[config.mk]
export PLATFORM = sky130hd
export DESIGN_NAME = bf3_window
export DESIGN_NICKNAME = d
export VERILOG_FILES = /design/src/hdl/bf3_pkg.sv /design/src/hdl/bf3_window.sv
export SDC_FILE = /design/constraint.sdc
export NUM_CORES = 1
export LEC_CHECK = 0
export BUFFER_PORTS_ARGS = -buffer_cell sky130_fd_sc_hd__buf_2
export CAP_MARGIN = 15
export CORE_MARGIN = 2
export CORE_UTILIZATION = 47
export DETAILED_ROUTE_END_ITERATION = 10
export PLACE_DENSITY = 0.74
export SLEW_MARGIN = 20
export SYNTH_ARGS = -nofsm -noshare
export SYNTH_HDL_FRONTEND = slang
export SYNTH_SLANG_ARGS = --single-unit
[constraint.sdc]
create_clock -name i_clk -period 12.8 [get_ports i_clk]
set_clock_uncertainty 0.1 [all_clocks]
set_input_delay 2.56 -clock i_clk [delete_from_list [all_inputs] [get_ports i_clk]]
set_output_delay 2.56 -clock i_clk [all_outputs]
set_load 0.01 [all_outputs]
[src/hdl/bf3_pkg.sv]
// ----------------------------------------------------------------------------
// bf3_pkg
// Shared types and constants of the 3x3 box filter: geometry limits,
// register indexes, request payloads and the control bundles between stages.
// ----------------------------------------------------------------------------
package bf3_pkg;

    // geometry limits
    localparam int MAX_WIDTH   = 4096;
    localparam int MAX_HEIGHT  = 4096;
    localparam int WIN         = 3;
    localparam int DIM_W       = 13;
    localparam int POS_W       = 12;
    localparam int PIX_W       = 8;
    localparam int ADDR_W      = $clog2(MAX_WIDTH);
    localparam int MAX_RESULTS = 4;
    localparam int CNT_W       = $clog2(MAX_RESULTS + 1);

    localparam logic [DIM_W-1:0] DIM_MIN        = DIM_W'(WIN);
    localparam logic [DIM_W-1:0] DIM_MAX_WIDTH  = DIM_W'(MAX_WIDTH);
    localparam logic [DIM_W-1:0] DIM_MAX_HEIGHT = DIM_W'(MAX_HEIGHT);
    localparam logic [DIM_W-1:0] RESET_WIDTH    = 13'd640;
    localparam logic [DIM_W-1:0] RESET_HEIGHT   = 13'd480;

    // window sum / 9 as multiply by ceil(2^16 / 9), exact for sums up to 2295
    localparam int SUM_W      = 12;
    localparam int DIV9_SHIFT = 16;
    localparam logic [13:0] DIV9_MULT = 14'd7282;

    // configuration register indexes
    typedef enum logic [0:0] {
        CFG_IMAGE_WIDTH  = 1'b0,
        CFG_IMAGE_HEIGHT = 1'b1
    } t_cfg_index;

    // input request
    typedef struct packed {
        logic [PIX_W-1:0] pixel;
        logic             frame_start;
    } t_in_item;

    // result request
    typedef struct packed {
        logic [PIX_W-1:0] out_pixel;
        logic [POS_W-1:0] out_row;
        logic [POS_W-1:0] out_column;
        logic             last_of_run;
    } t_out_item;

    // position of the pixel in the window stage
    typedef struct packed {
        logic [POS_W-1:0] row;
        logic [POS_W-1:0] column;
        logic             last_row;
        logic             last_col;
    } t_pos_info;

    // column read from the two line stores: rows r-2 and r-1
    typedef struct packed {
        logic [PIX_W-1:0] upper;
        logic [PIX_W-1:0] lower;
    } t_line_col;

endpackage

[src/hdl/bf3_window.sv]
// ----------------------------------------------------------------------------
// bf3_window
// 3x3 window registers, window mean and the list of results that one pixel
// releases, packed in raster order with the last one marked.
// ----------------------------------------------------------------------------
module bf3_window (
    input  logic                         i_clk,
    input  logic                         i_rst_n,
    input  logic                         i_move,
    input  logic [bf3_pkg::PIX_W-1:0]    i_pixel,
    input  bf3_pkg::t_pos_info           i_pos,
    input  bf3_pkg::t_line_col           i_col,
    output bf3_pkg::t_out_item           o_res [bf3_pkg::MAX_RESULTS],
    output logic [bf3_pkg::CNT_W-1:0]    o_cnt
);
    import bf3_pkg::*;

    // two newest columns, index 0 is row r-2
    logic [PIX_W-1:0] r_prev [WIN];
    logic [PIX_W-1:0] r_cur  [WIN];
    logic [PIX_W-1:0] right  [WIN];

    logic [SUM_W-1:0]            sum;
    logic [SUM_W+13:0]           prod;
    logic [PIX_W-1:0]            mean;
    logic                        row_ge1, row_ge2, col_ge1, col_ge2;
    logic [MAX_RESULTS-1:0]      hit;
    t_out_item                   cand [MAX_RESULTS];
    t_out_item                   res  [MAX_RESULTS];
    logic [CNT_W-1:0]            n;

    assign right[0] = i_col.upper;
    assign right[1] = i_col.lower;
    assign right[2] = i_pixel;

    // window shift on every pixel that leaves this stage
    always_ff @(posedge i_clk) begin
        if (!i_rst_n) begin
            for (int i = 0; i < WIN; i++) begin
                r_prev[i] <= '0;
                r_cur[i]  <= '0;
            end
        end else if (i_move) begin
            for (int i = 0; i < WIN; i++) begin
                r_prev[i] <= r_cur[i];
                r_cur[i]  <= right[i];
            end
        end
    end

    // sum of nine and divide by nine
    always_comb begin
        sum = '0;
        for (int i = 0; i < WIN; i++) begin
            sum = sum + SUM_W'(r_prev[i]) + SUM_W'(r_cur[i]) + SUM_W'(right[i]);
        end
    end

    assign prod = (SUM_W+14)'(sum) * (SUM_W+14)'(DIV9_MULT);
    assign mean = prod[DIV9_SHIFT +: PIX_W];

    assign row_ge1 = (i_pos.row != '0);
    assign row_ge2 = (i_pos.row[POS_W-1:1] != '0);
    assign col_ge1 = (i_pos.column != '0);
    assign col_ge2 = (i_pos.column[POS_W-1:1] != '0);

    // candidate results in raster order
    always_comb begin
        hit[0] = row_ge1 && col_ge1;
        hit[1] = row_ge1 && i_pos.last_col;
        hit[2] = i_pos.last_row && col_ge1;
        hit[3] = i_pos.last_row && i_pos.last_col;

        cand[0].out_pixel  = (row_ge2 && col_ge2) ? mean : r_cur[1];
        cand[0].out_row    = i_pos.row - 1'b1;
        cand[0].out_column = i_pos.column - 1'b1;
        cand[1].out_pixel  = right[1];
        cand[1].out_row    = i_pos.row - 1'b1;
        cand[1].out_column = i_pos.column;
        cand[2].out_pixel  = r_cur[2];
        cand[2].out_row    = i_pos.row;
        cand[2].out_column = i_pos.column - 1'b1;
        cand[3].out_pixel  = i_pixel;
        cand[3].out_row    = i_pos.row;
        cand[3].out_column = i_pos.column;

        // last one taken is the one with no later hit
        for (int k = 0; k < MAX_RESULTS; k++) begin
            cand[k].last_of_run = hit[k] && ((hit >> (k + 1)) == '0);
        end
    end

    // pack the hits to the front
    always_comb begin
        n = '0;
        for (int k = 0; k < MAX_RESULTS; k++) begin
            res[k] = '0;
        end
        for (int k = 0; k < MAX_RESULTS; k++) begin
            if (hit[k]) begin
                res[n[CNT_W-2:0]] = cand[k];
                n = n + 1'b1;
            end
        end
    end

    assign o_res = res;
    assign o_cnt = n;

endmodule

==> metrics <==
first-pass GRT wire length 40,400 um; DP Area 9580 um2; die area 18,700 um2; most area-hungry cell type in the Yosys netlist sky130_fd_sc_hd__fa_1; starting density of the core 48.0%; clock-pin slew on the worst setup and hold paths 0.06 ns; Synth Area per Inst 8.35 um2; quantity of hold-fixing buffers added after cts 0; DRT iter0 DRCs 613; sinks on the clock net 48; synthesis warning total 0; Min-Delay Path Depth 1; Final Hold Violating Endpoints 0; final wirelength 26,700 um; critical setup path kind input pin to output port; die span in y 137 um; worst hold slack 0.554 ns; asr flop ratio synth 0%; number of vias after detailed routing 8,147; dpl hpwl 20,600 um; Highest Clock Rate 77.7 MHz; crit start category input pin; All-Layer GR Usage 27.9%; final routed DRC violation total 0; Area contributors post-synth sky130_fd_sc_hd__fa_1 19%, sky130_fd_sc_hd__edfxtp_1 17%, sky130_fd_sc_hd__ha_1 14%; buffer depth of the longest clock path 2; number of ports placed on the die boundary 188; count of final max-slew check failures 0; distinct cell type count after synthesis 60; Main synth FF type sky130_fd_sc_hd__edfxtp_1; post-synth top area share 19.1%; Antenna Violating Nets Remaining 0; worst hold path type flip-flop to flip-flop; setup_tns -0.165 ns; Max-Slew Margin vs Limit 22.5%; final worst-path cycle share 101%; arrival time at the worst endpoint 10.21 ns; number of max-cap violations 0; endpoint type of the worst setup path output port; detail-routed net length per standard cell 19.0 um; Crit path largest cell delay 0.55 ns; Die X 137 um; cells after synthesis 992; required time of the worst setup path 10.14 ns; slew at the pin with the worst max-slew slack 1.16 ns; sequential share of the synthesized area 17.4%; worst-case reg-to-reg path depth 1; core area 17,200 um2; routability congestion estimate from global placement 0.920; Post-Layout Cell Count 1,408; DRT Pass-1 Iters 5; failing checks negative setup slack; worst setup slack after layout -0.0650 ns; number of register bits inferred by synthesis 48; number of enable-type register cells in the synthesized netlist 48; pin count of the biggest net entering global routing 50; GRT Residual Overflow 0; number of antenna violations at the first check in global routing 0; clock tree from TritonCTS built; antenna diode count 0; RSZ-0062 raised after global routing true; maximum fanout count along the critical path 5; Avg Vias per Cell 5.79; status finished with violations; number of global-route vias before repair 7,770; nets in the synthesized netlist 1,215; share of post-route cells with drive strength above 1 25.8%; clock insertion delay at the later pin of the skew report 0.30 ns; CTS root buf sky130_fd_sc_hd__clkbuf_16; placed insts 1,393; cell with the largest stage delay on the worst path sky130_fd_sc_hd__fa_1; layout overhead on the synthesized area 21.9%; Placement Rows 48; most numerous cell on the critical path sky130_fd_sc_hd__fa_1; number of H-tree levels 2; area of the mapped netlist 8280 um2; final design instance area without fill 10,100 um2; clock period minus worst slack 12.87 ns; port bufs 187; number of clock buffers inserted by TritonCTS 5; nets 1,405; Final Setup Violations 6
## sequential cells by signal (all words and copies together), names as in the netlist
register	flops
r_prev	24
r_cur	24
## cells in the mapped netlist (10+ instances only)
library cell / instances
sky130_fd_sc_hd__nor3_1: 24
sky130_fd_sc_hd__fa_1: 79
sky130_fd_sc_hd__edfxtp_1: 48
sky130_fd_sc_hd__xnor2_1: 16
sky130_fd_sc_hd__nand3_1: 18
sky130_fd_sc_hd__o31ai_1: 14
sky130_fd_sc_hd__and2_1: 15
sky130_fd_sc_hd__nor2b_1: 15
sky130_fd_sc_hd__a221oi_1: 10
sky130_fd_sc_hd__a21oi_1: 46
sky130_fd_sc_hd__inv_1: 144
sky130_fd_sc_hd__xor2_1: 12
sky130_fd_sc_hd__and3_1: 54
sky130_fd_sc_hd__clkbuf_1: 39
sky130_fd_sc_hd__nor2_1: 33
sky130_fd_sc_hd__a22o_1: 17
sky130_fd_sc_hd__ha_1: 91
sky130_fd_sc_hd__o21ai_0: 102
sky130_fd_sc_hd__nand2_1: 97
## layer usage
metal / up-vias / GRT usage [%] / wire length [um]
li1: 3800 / - / -
met1: 3929 / 35.8 / 10800
met2: 376 / 46.9 / 13000
met3: 42 / 6.33 / 2310
met4: 0 / 8.33 / 670
met5: - / 0 / 0
## metrics by stage
| stage | setup slack, ns | utilization [%] |
|---|---|---|
| floorplan | 0.0103 | - |
| global route | -0.351 | 58.5 |
| finish | -0.0650 | 58.5 |
| CTS | 0.000175 | 57.4 |
| global placement | -0.245 | 55.6 |
| detailed placement | -0.363 | 55.6 |
## what timing repair did
item | in CTS | in global routing
resized for setup | 19 | 38
endpoints found under the setup margin | 8 | 8
buffers inserted | 4 | 4
endpoints found under the hold margin | 0 | 0
pin swaps | 23 | 25
## cell families (layout without fill, tap and decap cells)
kind of cell / after synthesis / count (layout) / share of synthesized area [%]
adders and majority gates: 170 / 170 / 32.9
AOI/OAI and AO/OA: 242 / 242 / 17.9
and+or+nand+nor: 305 / 305 / 19.3
xor gates and xnor gates: 28 / 28 / 2.96
DFF: 48 / 48 / 17.4
muxes: 1 / 1 / 0.121
buffers and inverters: 198 / 389 / 9.51
## placed cells by master, fill, tap and decap left out, types with 10 or more instances in the layout
cell | Yosys | final
sky130_fd_sc_hd__inv_1 | 144 | 136
sky130_fd_sc_hd__buf_2 | 5 | 182
sky130_fd_sc_hd__o21ai_0 | 102 | 97
sky130_fd_sc_hd__a22o_1 | 17 | 17
sky130_fd_sc_hd__o31ai_1 | 14 | 13
sky130_fd_sc_hd__edfxtp_1 | 48 | 48
sky130_fd_sc_hd__nor2_1 | 33 | 33
sky130_fd_sc_hd__fa_1 | 79 | 76
sky130_fd_sc_hd__and2_1 | 15 | 15
sky130_fd_sc_hd__xnor2_1 | 16 | 14
sky130_fd_sc_hd__buf_4 | 2 | 49
sky130_fd_sc_hd__a21oi_1 | 46 | 39
sky130_fd_sc_hd__a221oi_1 | 10 | 10
sky130_fd_sc_hd__ha_1 | 91 | 84
sky130_fd_sc_hd__nor3_1 | 24 | 24
sky130_fd_sc_hd__nor2b_1 | 15 | 15
sky130_fd_sc_hd__nand2_1 | 97 | 97
sky130_fd_sc_hd__and3_1 | 54 | 54
sky130_fd_sc_hd__nand3_1 | 18 | 18
sky130_fd_sc_hd__xor2_1 | 12 | 10
## critical path: cells and delay by family
kind | cells | cell delay [ns]
AOI/OAI and AO/OA | 8 | 1.58
xor gates and xnor gates | 2 | 0.33
adders and majority gates | 12 | 4.65
buffers and inverters | 9 | 0.95
and+or+nand+nor | 2 | 0.12
## cell type report
type / instances / area [um2]
fillers: 1540 / 7150
multi-input cells: 746 / 6290
flip-flops and latches: 48 / 1440
repair buffers: 235 / 1330
inverters: 146 / 553
well taps: 225 / 282
clock buffers: 5 / 125
clock inverters: 3 / 68.8
## path summary, 6_finish.rpt
check / from / end / slack (ns)
max: i_col[10] / o_res[127] / -0.07
min reg2reg: r_cur[0][1] / r_prev[0][1] / 0.55
max reg2reg: r_cur[0][18] / r_prev[0][18] / 11.64
min: r_cur[0][1] / r_prev[0][1] / 0.55
Power is not shown: default switching activity piles up to over one toggle a cycle in this logic, so the estimate is an artifact.
