===== src/hdl/bf3_pkg.sv =====
// ----------------------------------------------------------------------------
// bf3_pkg
// Shared types and constants of the 3x3 box filter: geometry limits,
// register indexes, request payloads and the control bundles between stages.
// ----------------------------------------------------------------------------
package bf3_pkg;

    // geometry limits
    localparam int MAX_WIDTH   = 4096;
    localparam int MAX_HEIGHT  = 4096;
    localparam int WIN         = 3;
    localparam int DIM_W       = 13;
    localparam int POS_W       = 12;
    localparam int PIX_W       = 8;
    localparam int ADDR_W      = $clog2(MAX_WIDTH);
    localparam int MAX_RESULTS = 4;
    localparam int CNT_W       = $clog2(MAX_RESULTS + 1);

    localparam logic [DIM_W-1:0] DIM_MIN        = DIM_W'(WIN);
    localparam logic [DIM_W-1:0] DIM_MAX_WIDTH  = DIM_W'(MAX_WIDTH);
    localparam logic [DIM_W-1:0] DIM_MAX_HEIGHT = DIM_W'(MAX_HEIGHT);
    localparam logic [DIM_W-1:0] RESET_WIDTH    = 13'd640;
    localparam logic [DIM_W-1:0] RESET_HEIGHT   = 13'd480;

    // window sum / 9 as multiply by ceil(2^16 / 9), exact for sums up to 2295
    localparam int SUM_W      = 12;
    localparam int DIV9_SHIFT = 16;
    localparam logic [13:0] DIV9_MULT = 14'd7282;

    // configuration register indexes
    typedef enum logic [0:0] {
        CFG_IMAGE_WIDTH  = 1'b0,
        CFG_IMAGE_HEIGHT = 1'b1
    } t_cfg_index;

    // input request
    typedef struct packed {
        logic [PIX_W-1:0] pixel;
        logic             frame_start;
    } t_in_item;

    // result request
    typedef struct packed {
        logic [PIX_W-1:0] out_pixel;
        logic [POS_W-1:0] out_row;
        logic [POS_W-1:0] out_column;
        logic             last_of_run;
    } t_out_item;

    // position of the pixel in the window stage
    typedef struct packed {
        logic [POS_W-1:0] row;
        logic [POS_W-1:0] column;
        logic             last_row;
        logic             last_col;
    } t_pos_info;

    // column read from the two line stores: rows r-2 and r-1
    typedef struct packed {
        logic [PIX_W-1:0] upper;
        logic [PIX_W-1:0] lower;
    } t_line_col;

endpackage


===== src/hdl/bf3_out_queue.sv =====
// ----------------------------------------------------------------------------
// bf3_out_queue
// Result register for the results of one pixel; hands them out one per
// request and signals when the next set can be loaded.
// ----------------------------------------------------------------------------
module bf3_out_queue (
    input  logic                         i_clk,
    input  logic                         i_rst_n,
    input  logic                         i_load,
    input  bf3_pkg::t_out_item           i_res [bf3_pkg::MAX_RESULTS],
    input  logic [bf3_pkg::CNT_W-1:0]    i_cnt,
    output logic                         o_room,
    output logic                         o_valid,
    output bf3_pkg::t_out_item           o_data,
    input  logic                         i_stall
);
    import bf3_pkg::*;

    t_out_item        r_res [MAX_RESULTS];
    logic [CNT_W-1:0] r_cnt;
    logic             take;

    assign take    = (r_cnt != '0) && !i_stall;
    assign o_room  = (r_cnt == '0) || ((r_cnt == CNT_W'(1)) && take);
    assign o_valid = (r_cnt != '0);
    assign o_data  = r_res[0];

    // fill count
    always_ff @(posedge i_clk) begin
        if (!i_rst_n) begin
            r_cnt <= '0;
        end else if (i_load) begin
            r_cnt <= i_cnt;
        end else if (take) begin
            r_cnt <= r_cnt - 1'b1;
        end
    end

    // result slots, shifted toward the head on each request
    always_ff @(posedge i_clk) begin
        if (i_load) begin
            r_res <= i_res;
        end else if (take) begin
            for (int k = 0; k < MAX_RESULTS - 1; k++) begin
                r_res[k] <= r_res[k + 1];
            end
        end
    end

    // never more results held than one pixel can release
    a_cnt_bound: assert property (@(posedge i_clk) disable iff (!i_rst_n)
        r_cnt <= CNT_W'(MAX_RESULTS))
        else $error("result count out of range");

    // a new set only replaces results that are gone
    a_load_room: assert property (@(posedge i_clk) disable iff (!i_rst_n)
        i_load |-> o_room)
        else $error("results loaded over pending results");

    // last pending result taken with nothing loaded leaves the queue empty
    a_drain: assert property (@(posedge i_clk) disable iff (!i_rst_n)
        (take && (r_cnt == CNT_W'(1)) && !i_load) |=> !o_valid)
        else $error("queue not empty after draining");

    // the last pending result carries the run-end mark
    a_last_mark: assert property (@(posedge i_clk) disable iff (!i_rst_n)
        (o_valid && (r_cnt == CNT_W'(1))) |-> o_data.last_of_run)
        else $error("final result of a run not marked");

endmodule


===== config.mk =====
export PLATFORM = sky130hd
export DESIGN_NAME = bf3_out_queue
export DESIGN_NICKNAME = d
export VERILOG_FILES = /design/src/hdl/bf3_pkg.sv /design/src/hdl/bf3_out_queue.sv
export SDC_FILE = /design/constraint.sdc
export NUM_CORES = 1
export LEC_CHECK = 0
export CORE_MARGIN = 2
export CORE_UTILIZATION = 57
export DETAILED_ROUTE_END_ITERATION = 7
export DONT_BUFFER_PORTS = 1
export PLACE_DENSITY = 0.72
export SYNTH_ARGS = -nofsm -noshare
export SYNTH_HDL_FRONTEND = slang
export SYNTH_SLANG_ARGS = --single-unit
export TNS_END_PERCENT = 100

===== constraint.sdc =====
create_clock -name i_clk -period 10.1 [get_ports i_clk]
set_input_delay 2.02 -clock i_clk [delete_from_list [all_inputs] [get_ports i_clk]]
set_output_delay 2.02 -clock i_clk [all_outputs]
set_load 0.05 [all_outputs]

==> metrics.txt, run 1 <==
Final Instance Count excl. Fillers=426; number of instances resized during post-cts repair=0; Total Neg Setup Slack=0 ns; count of final max-slew check failures=0; netlist area before placement=roughly 5700 sq um; Min-Delay Path Depth=1; path type of the worst min-delay path=flop to flop; standard-cell row count=36; antenna-violating nets left=0; height of the die=104 um; area growth from synthesis to layout=8.17%; largest cells by area after synthesis=edfxtp_1 70%, mux2_2 20%, buf_4 4.4%; number of distinct library cells after synthesis=19; clock latency of the later-clocked register in the worst-skew pair=around 0.5 ns; leakage power total=0.00213 uW; initial drt markers=130; slack of the worst reg-to-reg path=7.69 ns; slowest stage cell, crit path=nor2_1; RSZ-0062 raised after global routing=no; Routed met3 length=746 um; Vias/cell=approximately 5.5; diodes inserted=0; total via count in the routed design=about 2,300; Top-Level Pins=around 170; RePlAce Congestion=between 0.7 and 0.8; final critical path time including I/O delays and setup=approximately 4.9 ns; Post-Syn Nets=approximately 450; cells along the critical path=inv_1 > a21oi_1 > nor2_1; M1 WL=3.19 mm; Port-buffer cells=0; register area=about 4000 sq um; Starting Density=between 50 and 60%; Synth async-reset ratio=0%; total of fill cells in the finished design=roughly 700; Yosys Warn Count=0; maximum clock frequency=0.205 GHz; pin count of the biggest net entering global routing=136; die area=10,800 sq um; #FFs+latches synth=between 100 and 150; WL/cell=20.2 um; fraction of the yosys area taken by sequential cells=71.0%; maximum number of buffers from clock root to sink=2; # DRC=0; root buffer cell=clkbuf_8; reg2reg path depth=5; max_slew headroom=about a fifth; total wire length after detailed routing=between 8 and 9 mm; portion of the clock cycle consumed by the worst path in the final layout=~48%; number of enable flip-flop cells after synthesis=roughly 130; first-pass GRT wire length=around 14 mm; kind of critical path=input port to output pin; primary flip-flop cell chosen by synthesis mapping=edfxtp_1; initial antenna violation count=0; global-route usage over all layers=16.7%; Crit Path Max Fanout=4; Congestion Overflow GR=0; count of maximum capacitance violations=0; die boundary width=104 um; dominant cell type by area after synthesis=edfxtp_1; TritonCTS Sinks=around 140; worst stage delay on the critical path=a little under 0.7 ns; post-route cell area=6130 sq um; Core Region=roughly 9700 sq um; vias in the first global route=between 2,000 and 3,000; Final setup viols=0; fraction of final layout cells with drive strength greater than 1=a little under half; final-report hold violation count=0; routed length on met2=4.54 mm; CTS Hold Buffers Added=0; Synth Area per Inst=18.6 sq um; worst path arrival time=~2.9 ns; Critical Path Start Type=input port; clock-pin slew on the worst setup and hold paths=~0.06 ns; highest metal layer with signal wires=met4; total placed cells including tap cells=394; result of the run=finished clean; number of clock buffers inserted by TritonCTS=17; Synth top area share=69.9%; post-DP HPWL=approximately 5.4 mm; final layout net count=about 420; placed cell area=~5500 sq um; Tightest Pin Transition=around 1.2 ns; combined area of the multi-input logic cells=roughly 1300 sq um; required time of the critical path=slightly above 8 ns; number of iterations in the first detailed-routing pass=4; power per cell area=242 nW/um^2; post-CTS repair timing setup buffer count=0; Syn Inst Count=roughly 300; kind of end point of the critical path=output pin; Final Core Density=~63%; clock skew after layout=around 0.011 ns; TritonCTS clock tree=done; H-tree Lvls=4; worst voltage drop across the vdd grid=around 0.13 mV
-- final cells by class --
| cell class | instances | share of cell area [%] |
|---|---|---|
| Clock buffer | 21 | 7.16 |
| Multi-Input combinational cell | 119 | 20.8 |
| Tap cell | 133 | 2.71 |
| Inverter | 6 | 0.367 |
| Timing Repair Buffer | 1 | 0.122 |
| Clock inverter | 11 | 3.22 |
| Sequential cell | 135 | 65.6 |
-- flip-flops by register name, summed over array words and instances (netlist names) --
register and flops:
r_res 99, o_data 33, r_cnt 3
-- cell usage in the layout (no fill, tap or decap), drive strengths merged, types with 2 or more instances in the layout --
cell type,count
clkinv,4
edfxtp,132
nor2b,2
mux2,99
bufinv,5
ha,3
nor2,2
nand3,2
clkbuf,21
a21oi,3
dfxtp,3
o21ai,4
inv,7
-- path summary, 6_finish.rpt --
kind	from	to
setup / recovery	i_stall	o_room
hold / removal	r_res[37]	r_res[70]
setup reg to reg	r_cnt[0]	r_res[72]
hold reg to reg	r_res[37]	r_res[70]
-- per-layer routing --
metal | up-vias | track usage (%)
met4 | 0 | 6.66
met3 | 10 | 8.43
li1 | 1080 | -
met2 | 107 | 28.3
met5 | - | 0
met1 | 1131 | 17.9
-- power breakdown --
group,switching (uW),leakage (uW),internal (uW)
Combinational,32.9,0.000486,38.9
Sequential,71.0,0.00134,689
Clock,220,0.000307,434
Total,324,0.00213,1160
-- through the flow --
step	hold WS (ns)	total power, uW	setup WS [ns]
global route	0.555	1540	5.19
floorplan	0.482	863	0.445
global placement	0.501	838	5.25
finish	0.542	1490	5.21
CTS	0.545	1500	5.22
detailed placement	0.534	844	5.22
-- cell families (layout without fill, tap and decap cells) --
group	Yosys count	after routing	synth area share, %
muxes	100	100	19.8
DFF	135	135	71.0
and+or+nand+nor	7	7	0.773
AOI/OAI and AO/OA	9	9	1.02
adders and majority gates	3	3	0.662
buffers and inverters	50	39	6.73
-- cell usage after synthesis (2+ instances only) --
cell,count
a21oi_1,3
buf_2,2
buf_4,33
buf_6,9
dfxtp_1,3
edfxtp_1,132
ha_1,3
inv_1,5
mux2_2,99
nand3_1,2
nor2_1,2
o21ai_0,4
-- critical path, delay by kind of cell --
| family | cells | cell delay [ns] |
|---|---|---|
| buf+inv | 1 | 0.08 |
| simple gates | 1 | 0.68 |
| compound gates | 1 | 0.08 |
Note: power is estimated with default switching activity, not from simulation.
==> inputs of run 2 (changes only) <==
Settings changed: CORE_UTILIZATION 57 to 60, PLACE_DENSITY 0.72 to 0.73.
Clock period 10.1 ns to 4.7 ns, I/O delays scaled along.
==> metrics.txt, run 2 (synthesized netlist as in run 1, its figures left out) <==
result of the run=finished clean (unchanged); TritonCTS Sinks=135 (unchanged); CTS Hold Buffers Added=0 (unchanged); Port-buffer cells=0 (unchanged); antenna-violating nets left=0 (unchanged); initial antenna violation count=1 (was 0); die area=10,200 sq um (was 10,800 sq um); met1 capacity usage during global routing=19.3% (was 17.9%); TritonCTS clock tree=done (unchanged); Crit Path Max Fanout=3 (was 4); RePlAce Congestion=0.740 (was 0.782); kind of end point of the critical path=output pin (unchanged); Min-Delay Path Depth=0 (was 1); total via count in the routed design=2,346 (was 2,328); Top-Level Pins=174 (unchanged); initial drt markers=96 (was 130); Starting Density=61.6% (was 58.3%); # DRC=0 (unchanged); global-route usage over all layers=16.9% (was 16.7%); total of fill cells in the finished design=618 (was 702); count of maximum capacitance violations=0 (unchanged); height of the die=101 um (was 104 um); final-report hold violation count=0 (unchanged); path type of the worst min-delay path=input port to flop (was flop to flop); Congestion Overflow GR=0 (unchanged); clock latency of the later-clocked register in the worst-skew pair=0.51 ns (was 0.50 ns); worst path arrival time=1.87 ns (was 2.87 ns); Tightest Pin Transition=0.921 ns (was 1.19 ns); Vias/cell=5.78 (was 5.46); Top reg by flops=r_res (unchanged); clock skew after layout=0.00844 ns (was 0.0107 ns); WL/cell=20.8 um (was 20.2 um); Core Region=9200 sq um (was 9730 sq um); number of instances resized during post-cts repair=0 (unchanged); root buffer cell=clkbuf_8 (unchanged); pin count of the biggest net entering global routing=136 (unchanged); count of final max-slew check failures=0 (unchanged); GRT busiest layer=met2 (unchanged); total power consumption of the routed design=3090 uW (was 1490 uW); number of iterations in the first detailed-routing pass=4 (unchanged); Critical Path Start Type=flop (was input port); max FFs per register=99 (unchanged); met3 demand-to-capacity share in global routing=9.04% (was 8.43%); post-DP HPWL=5.24 mm (was 5.43 mm); Final setup viols=0 (unchanged); leakage power total=0.00212 uW (was 0.00213 uW); maximum number of buffers from clock root to sink=2 (unchanged); area growth from synthesis to layout=7.04% (was 8.17%); met2 track utilization from global routing=25.6% (was 28.3%); reg2reg path depth=5 (unchanged); die boundary width=101 um (was 104 um); required time of the critical path=3.76 ns (was 8.08 ns); kind of critical path=flop to output pin (was input port to output pin); vias in the first global route=2,350 (was 2,578); H-tree Lvls=4 (unchanged); total wire length after detailed routing=8.46 mm (was 8.59 mm); final critical path time including I/O delays and setup=2.81 ns; RSZ-0062 raised after global routing=no (unchanged); worst voltage drop across the vdd grid=0.287 mV (was 0.131 mV); clock-pin slew on the worst setup and hold paths=0.06 ns (about the same); most common cell after layout, fill and taps aside=edfxtp_1 (unchanged); post-CTS repair timing setup buffer count=0 (unchanged); maximum clock frequency=0.356 GHz; first-pass GRT wire length=12.4 mm (was 13.6 mm); max_slew headroom=38.3% (was 20.5%); standard-cell row count=35 (was 36); number of clock buffers inserted by TritonCTS=17 (unchanged); power per cell area=509 nW/um^2 (was 242 nW/um^2); most frequent cells in the layout=132 x edfxtp_1, 99 x mux2_2, 16 x clkbuf_16 (unchanged); portion of the clock cycle consumed by the worst path in the final layout=59.8%; Total Neg Setup Slack=0 ns (unchanged); final layout net count=423 (was 422); fraction of final layout cells with drive strength greater than 1=46.3% (was 45.4%)
[run 2: cell types whose count changed in the layout (fill, tap and decap cells not counted), moves of 2 or more]
cell / change
clkinv_2: +2
inv_6: +2
clkbuf_1: -3
bufinv_16: -2
[run 2: path summary, 6_finish.rpt]
path                   from    endpoint  slack [ns]
setup / recovery   r_cnt[0]      o_room        1.89
hold / removal     i_res[0]    r_res[0]        0.52
setup reg to reg   r_cnt[0]  o_data[10]        2.23
hold reg to reg   r_res[23]   r_res[56]        0.54
[run 2: layout make-up]
class / count / area (sq um) / area share (%)
clock inverter: 15 / 176 / 2.91
sequential: 135 / 4020 / 66.3
clock buffer: 17 / 414 / 6.82
antenna: 1 / 2.50 / 0.0412
timing repair buffer: 2 / 15.0 / 0.247
multi-input combinational: 119 / 1270 / 21.0
inverter: 6 / 22.5 / 0.371
tap: 111 / 139 / 2.29
[run 2: critical path, cell delays in order (launching register included)]
cell     delay (ns)
dfxtp_1        0.32
inv_1          0.11
ha_1           0.20
a21oi_1        0.05
nor2_1         0.67
[run 2: power breakdown]
group | switching, uW | leakage, uW | internal (uW) | total [uW]
registers | 150 | 0.00134 | 1480 | 1630
clock network | 497 | 0.000286 | 810 | 1310
logic | 70.9 | 0.000490 | 84.4 | 155
total | 718 | 0.00212 | 2370 | 3090
[run 2: stage by stage]
step	setup WS (ns)	instances	util, %	hold slack, ns	cell area [sq um]
after CTS	1.87	405	66.0	0.494	6070
after global placement	2.00	373	59.5	0.496	5480
after detailed placement	1.97	373	59.5	0.533	5480
after global routing	1.83	405	66.0	0.483	6070
final	1.89	406	66.0	0.521	6070
after floorplan	0.710	304	-	0.482	5670
[run 2: layer usage]
layer	share of wire, %	vias up
met5	0	-
met4	2.3	0
met3	9.4	14
met2	50	108
met1	39	1136
li1	-	1088
==> inputs of run 3 (changes only) <==
Settings changed: CORE_UTILIZATION 60 to 57, PLACE_DENSITY 0.73 to 0.72.
Clock period 4.7 ns to 2.4 ns, I/O delays scaled along.
==> metrics.txt, run 3 (synthesized netlist as in run 1, its figures left out) <==
count of final max-slew check failures=0 (unchanged); register area=4030 sq um (was 4020 sq um); CTS Hold Buffers Added=0 (unchanged); final critical path time including I/O delays and setup=1.92 ns; Tightest Pin Transition=0.506 ns (was 0.921 ns); post-DP HPWL=5.39 mm (was 5.24 mm); count of maximum capacitance violations=0 (unchanged); Final Instance Count excl. Fillers=430 (was 406); initial drt markers=109 (was 96); final-report hold violation count=0 (unchanged); Congestion Overflow GR=0 (unchanged); post-CTS repair timing setup buffer count=0 (unchanged); vias in the first global route=2,508 (was 2,350); height of the die=104 um (was 101 um); antenna-violating nets left=0 (unchanged); initial antenna violation count=1 (unchanged); max_slew headroom=66.3% (was 38.3%); final layout net count=425 (was 423); GRT busiest layer=met2 (unchanged); root buffer cell=clkbuf_8 (unchanged); combined area of the multi-input logic cells=1290 sq um (was 1270 sq um); TritonCTS Sinks=135 (unchanged); H-tree Lvls=4 (unchanged); kind of end point of the critical path=output pin (unchanged); Top-Level Pins=174 (unchanged); path type of the worst min-delay path=input port to flop (unchanged); Port-buffer cells=0 (unchanged); most frequent cells in the layout=132 x edfxtp_1, 99 x mux2_2, 16 x clkbuf_16 (unchanged); die area=10,800 sq um (was 10,200 sq um); max FFs per register=99 (unchanged); total placed cells including tap cells=397 (was 373); total via count in the routed design=2,339 (was 2,346); power per cell area=975 nW/um^2 (was 509 nW/um^2); TritonCTS clock tree=done (unchanged); most common cell after layout, fill and taps aside=edfxtp_1 (unchanged); # DRC=0 (unchanged); leakage power total=0.00212 uW (about the same); worst voltage drop across the vdd grid=0.647 mV (was 0.287 mV); global-route usage over all layers=16.0% (was 16.9%); RePlAce Congestion=0.771 (was 0.740); met3 demand-to-capacity share in global routing=10.3% (was 9.04%); total wire length after detailed routing=8.33 mm (was 8.46 mm); pin count of the biggest net entering global routing=136 (unchanged); kind of critical path=flop to output pin (unchanged); worst path arrival time=1.44 ns (was 1.87 ns); standard-cell row count=36 (was 35); number of iterations in the first detailed-routing pass=4 (unchanged); clock skew after layout=0.00588 ns (was 0.00844 ns); total of fill cells in the finished design=701 (was 618); die boundary width=104 um (was 101 um); Core Region=9730 sq um (was 9200 sq um); clock-pin slew on the worst setup and hold paths=0.06 ns (about the same); first-pass GRT wire length=12.7 mm (was 12.4 mm); number of instances resized during post-cts repair=0 (unchanged); maximum number of buffers from clock root to sink=2 (unchanged); Crit Path Max Fanout=4 (was 3); Top reg by flops=r_res (unchanged); met1 capacity usage during global routing=16.6% (was 19.3%); total power consumption of the routed design=5980 uW (was 3090 uW); Vias/cell=5.44 (was 5.78); clock latency of the later-clocked register in the worst-skew pair=0.51 ns (about the same); Final setup viols=0 (unchanged); result of the run=finished clean (unchanged); Critical Path Start Type=flop (unchanged); WL/cell=19.4 um (was 20.8 um); fraction of final layout cells with drive strength greater than 1=47.3% (was 46.3%); met2 track utilization from global routing=25.4% (was 25.6%); maximum clock frequency=around 0.52 GHz; area growth from synthesis to layout=8.25% (was 7.04%); portion of the clock cycle consumed by the worst path in the final layout=around 80%; number of clock buffers inserted by TritonCTS=17 (unchanged); required time of the critical path=1.92 ns (was 3.76 ns); RSZ-0062 raised after global routing=no (unchanged); Starting Density=58.3% (was 61.6%)
==> run 3: area by class of cell <==
cell class,instances,share of cell area [%]
Antenna cell,1,0.0408
Clock buffer,18,6.81
Clock inverter,14,2.59
Inverter,6,0.367
Multi-Input combinational cell,119,21.0
Sequential cell,135,65.6
Tap cell,133,2.71
Timing Repair Buffer,4,0.897
==> run 3: final timing paths <==
| kind | slack, ns | cells after the start | end | from |
|---|---|---|---|---|
| worst max register to register | 0.74 | 5 | o_data[5] | r_cnt[0] |
| worst max-delay path | 0.48 | 4 | o_valid | r_cnt[0] |
| worst min register to register | 0.53 | 2 | r_cnt[0] | r_cnt[0] |
| worst min-delay path | 0.06 | 0 | r_res[29] | i_res[29] |
==> run 3: metrics by stage <==
stage	setup slack [ns]	hold slack [ns]	instance area (sq um)	setup TNS (ns)	util [%]
finish	0.477	0.0570	6140	0	63.1
global route	0.378	0.0211	6130	0	63.1
CTS	0.441	0.0258	6130	0	63.1
detailed placement	0.748	0.513	5560	0	57.1
global placement	0.785	0.496	5560	0	57.1
floorplan	-0.321	0.483	5700	-31.79	-
==> run 3: worst max-delay path, cell delays in order, from the launching register on <==
cell	delay (ns)
dfxtp_2	0.34
inv_2	0.06
ha_4	0.16
nor2b_4	0.14
inv_2	0.23
==> run 3: where the power goes <==
part           internal [uW]  total [uW]  switching, uW  leakage (uW)
clock                   1570        2460            899      0.000269
combinational            181         322            142      0.000510
sequential              2900        3190            297       0.00134
total                   4640        5980           1340       0.00212
==> run 3: routing by layer <==
metal	part of all wire, %	wire length [um]
met1	37	3080
met2	50	4210
met4	2.3	189
met3	10	856
met5	0	0
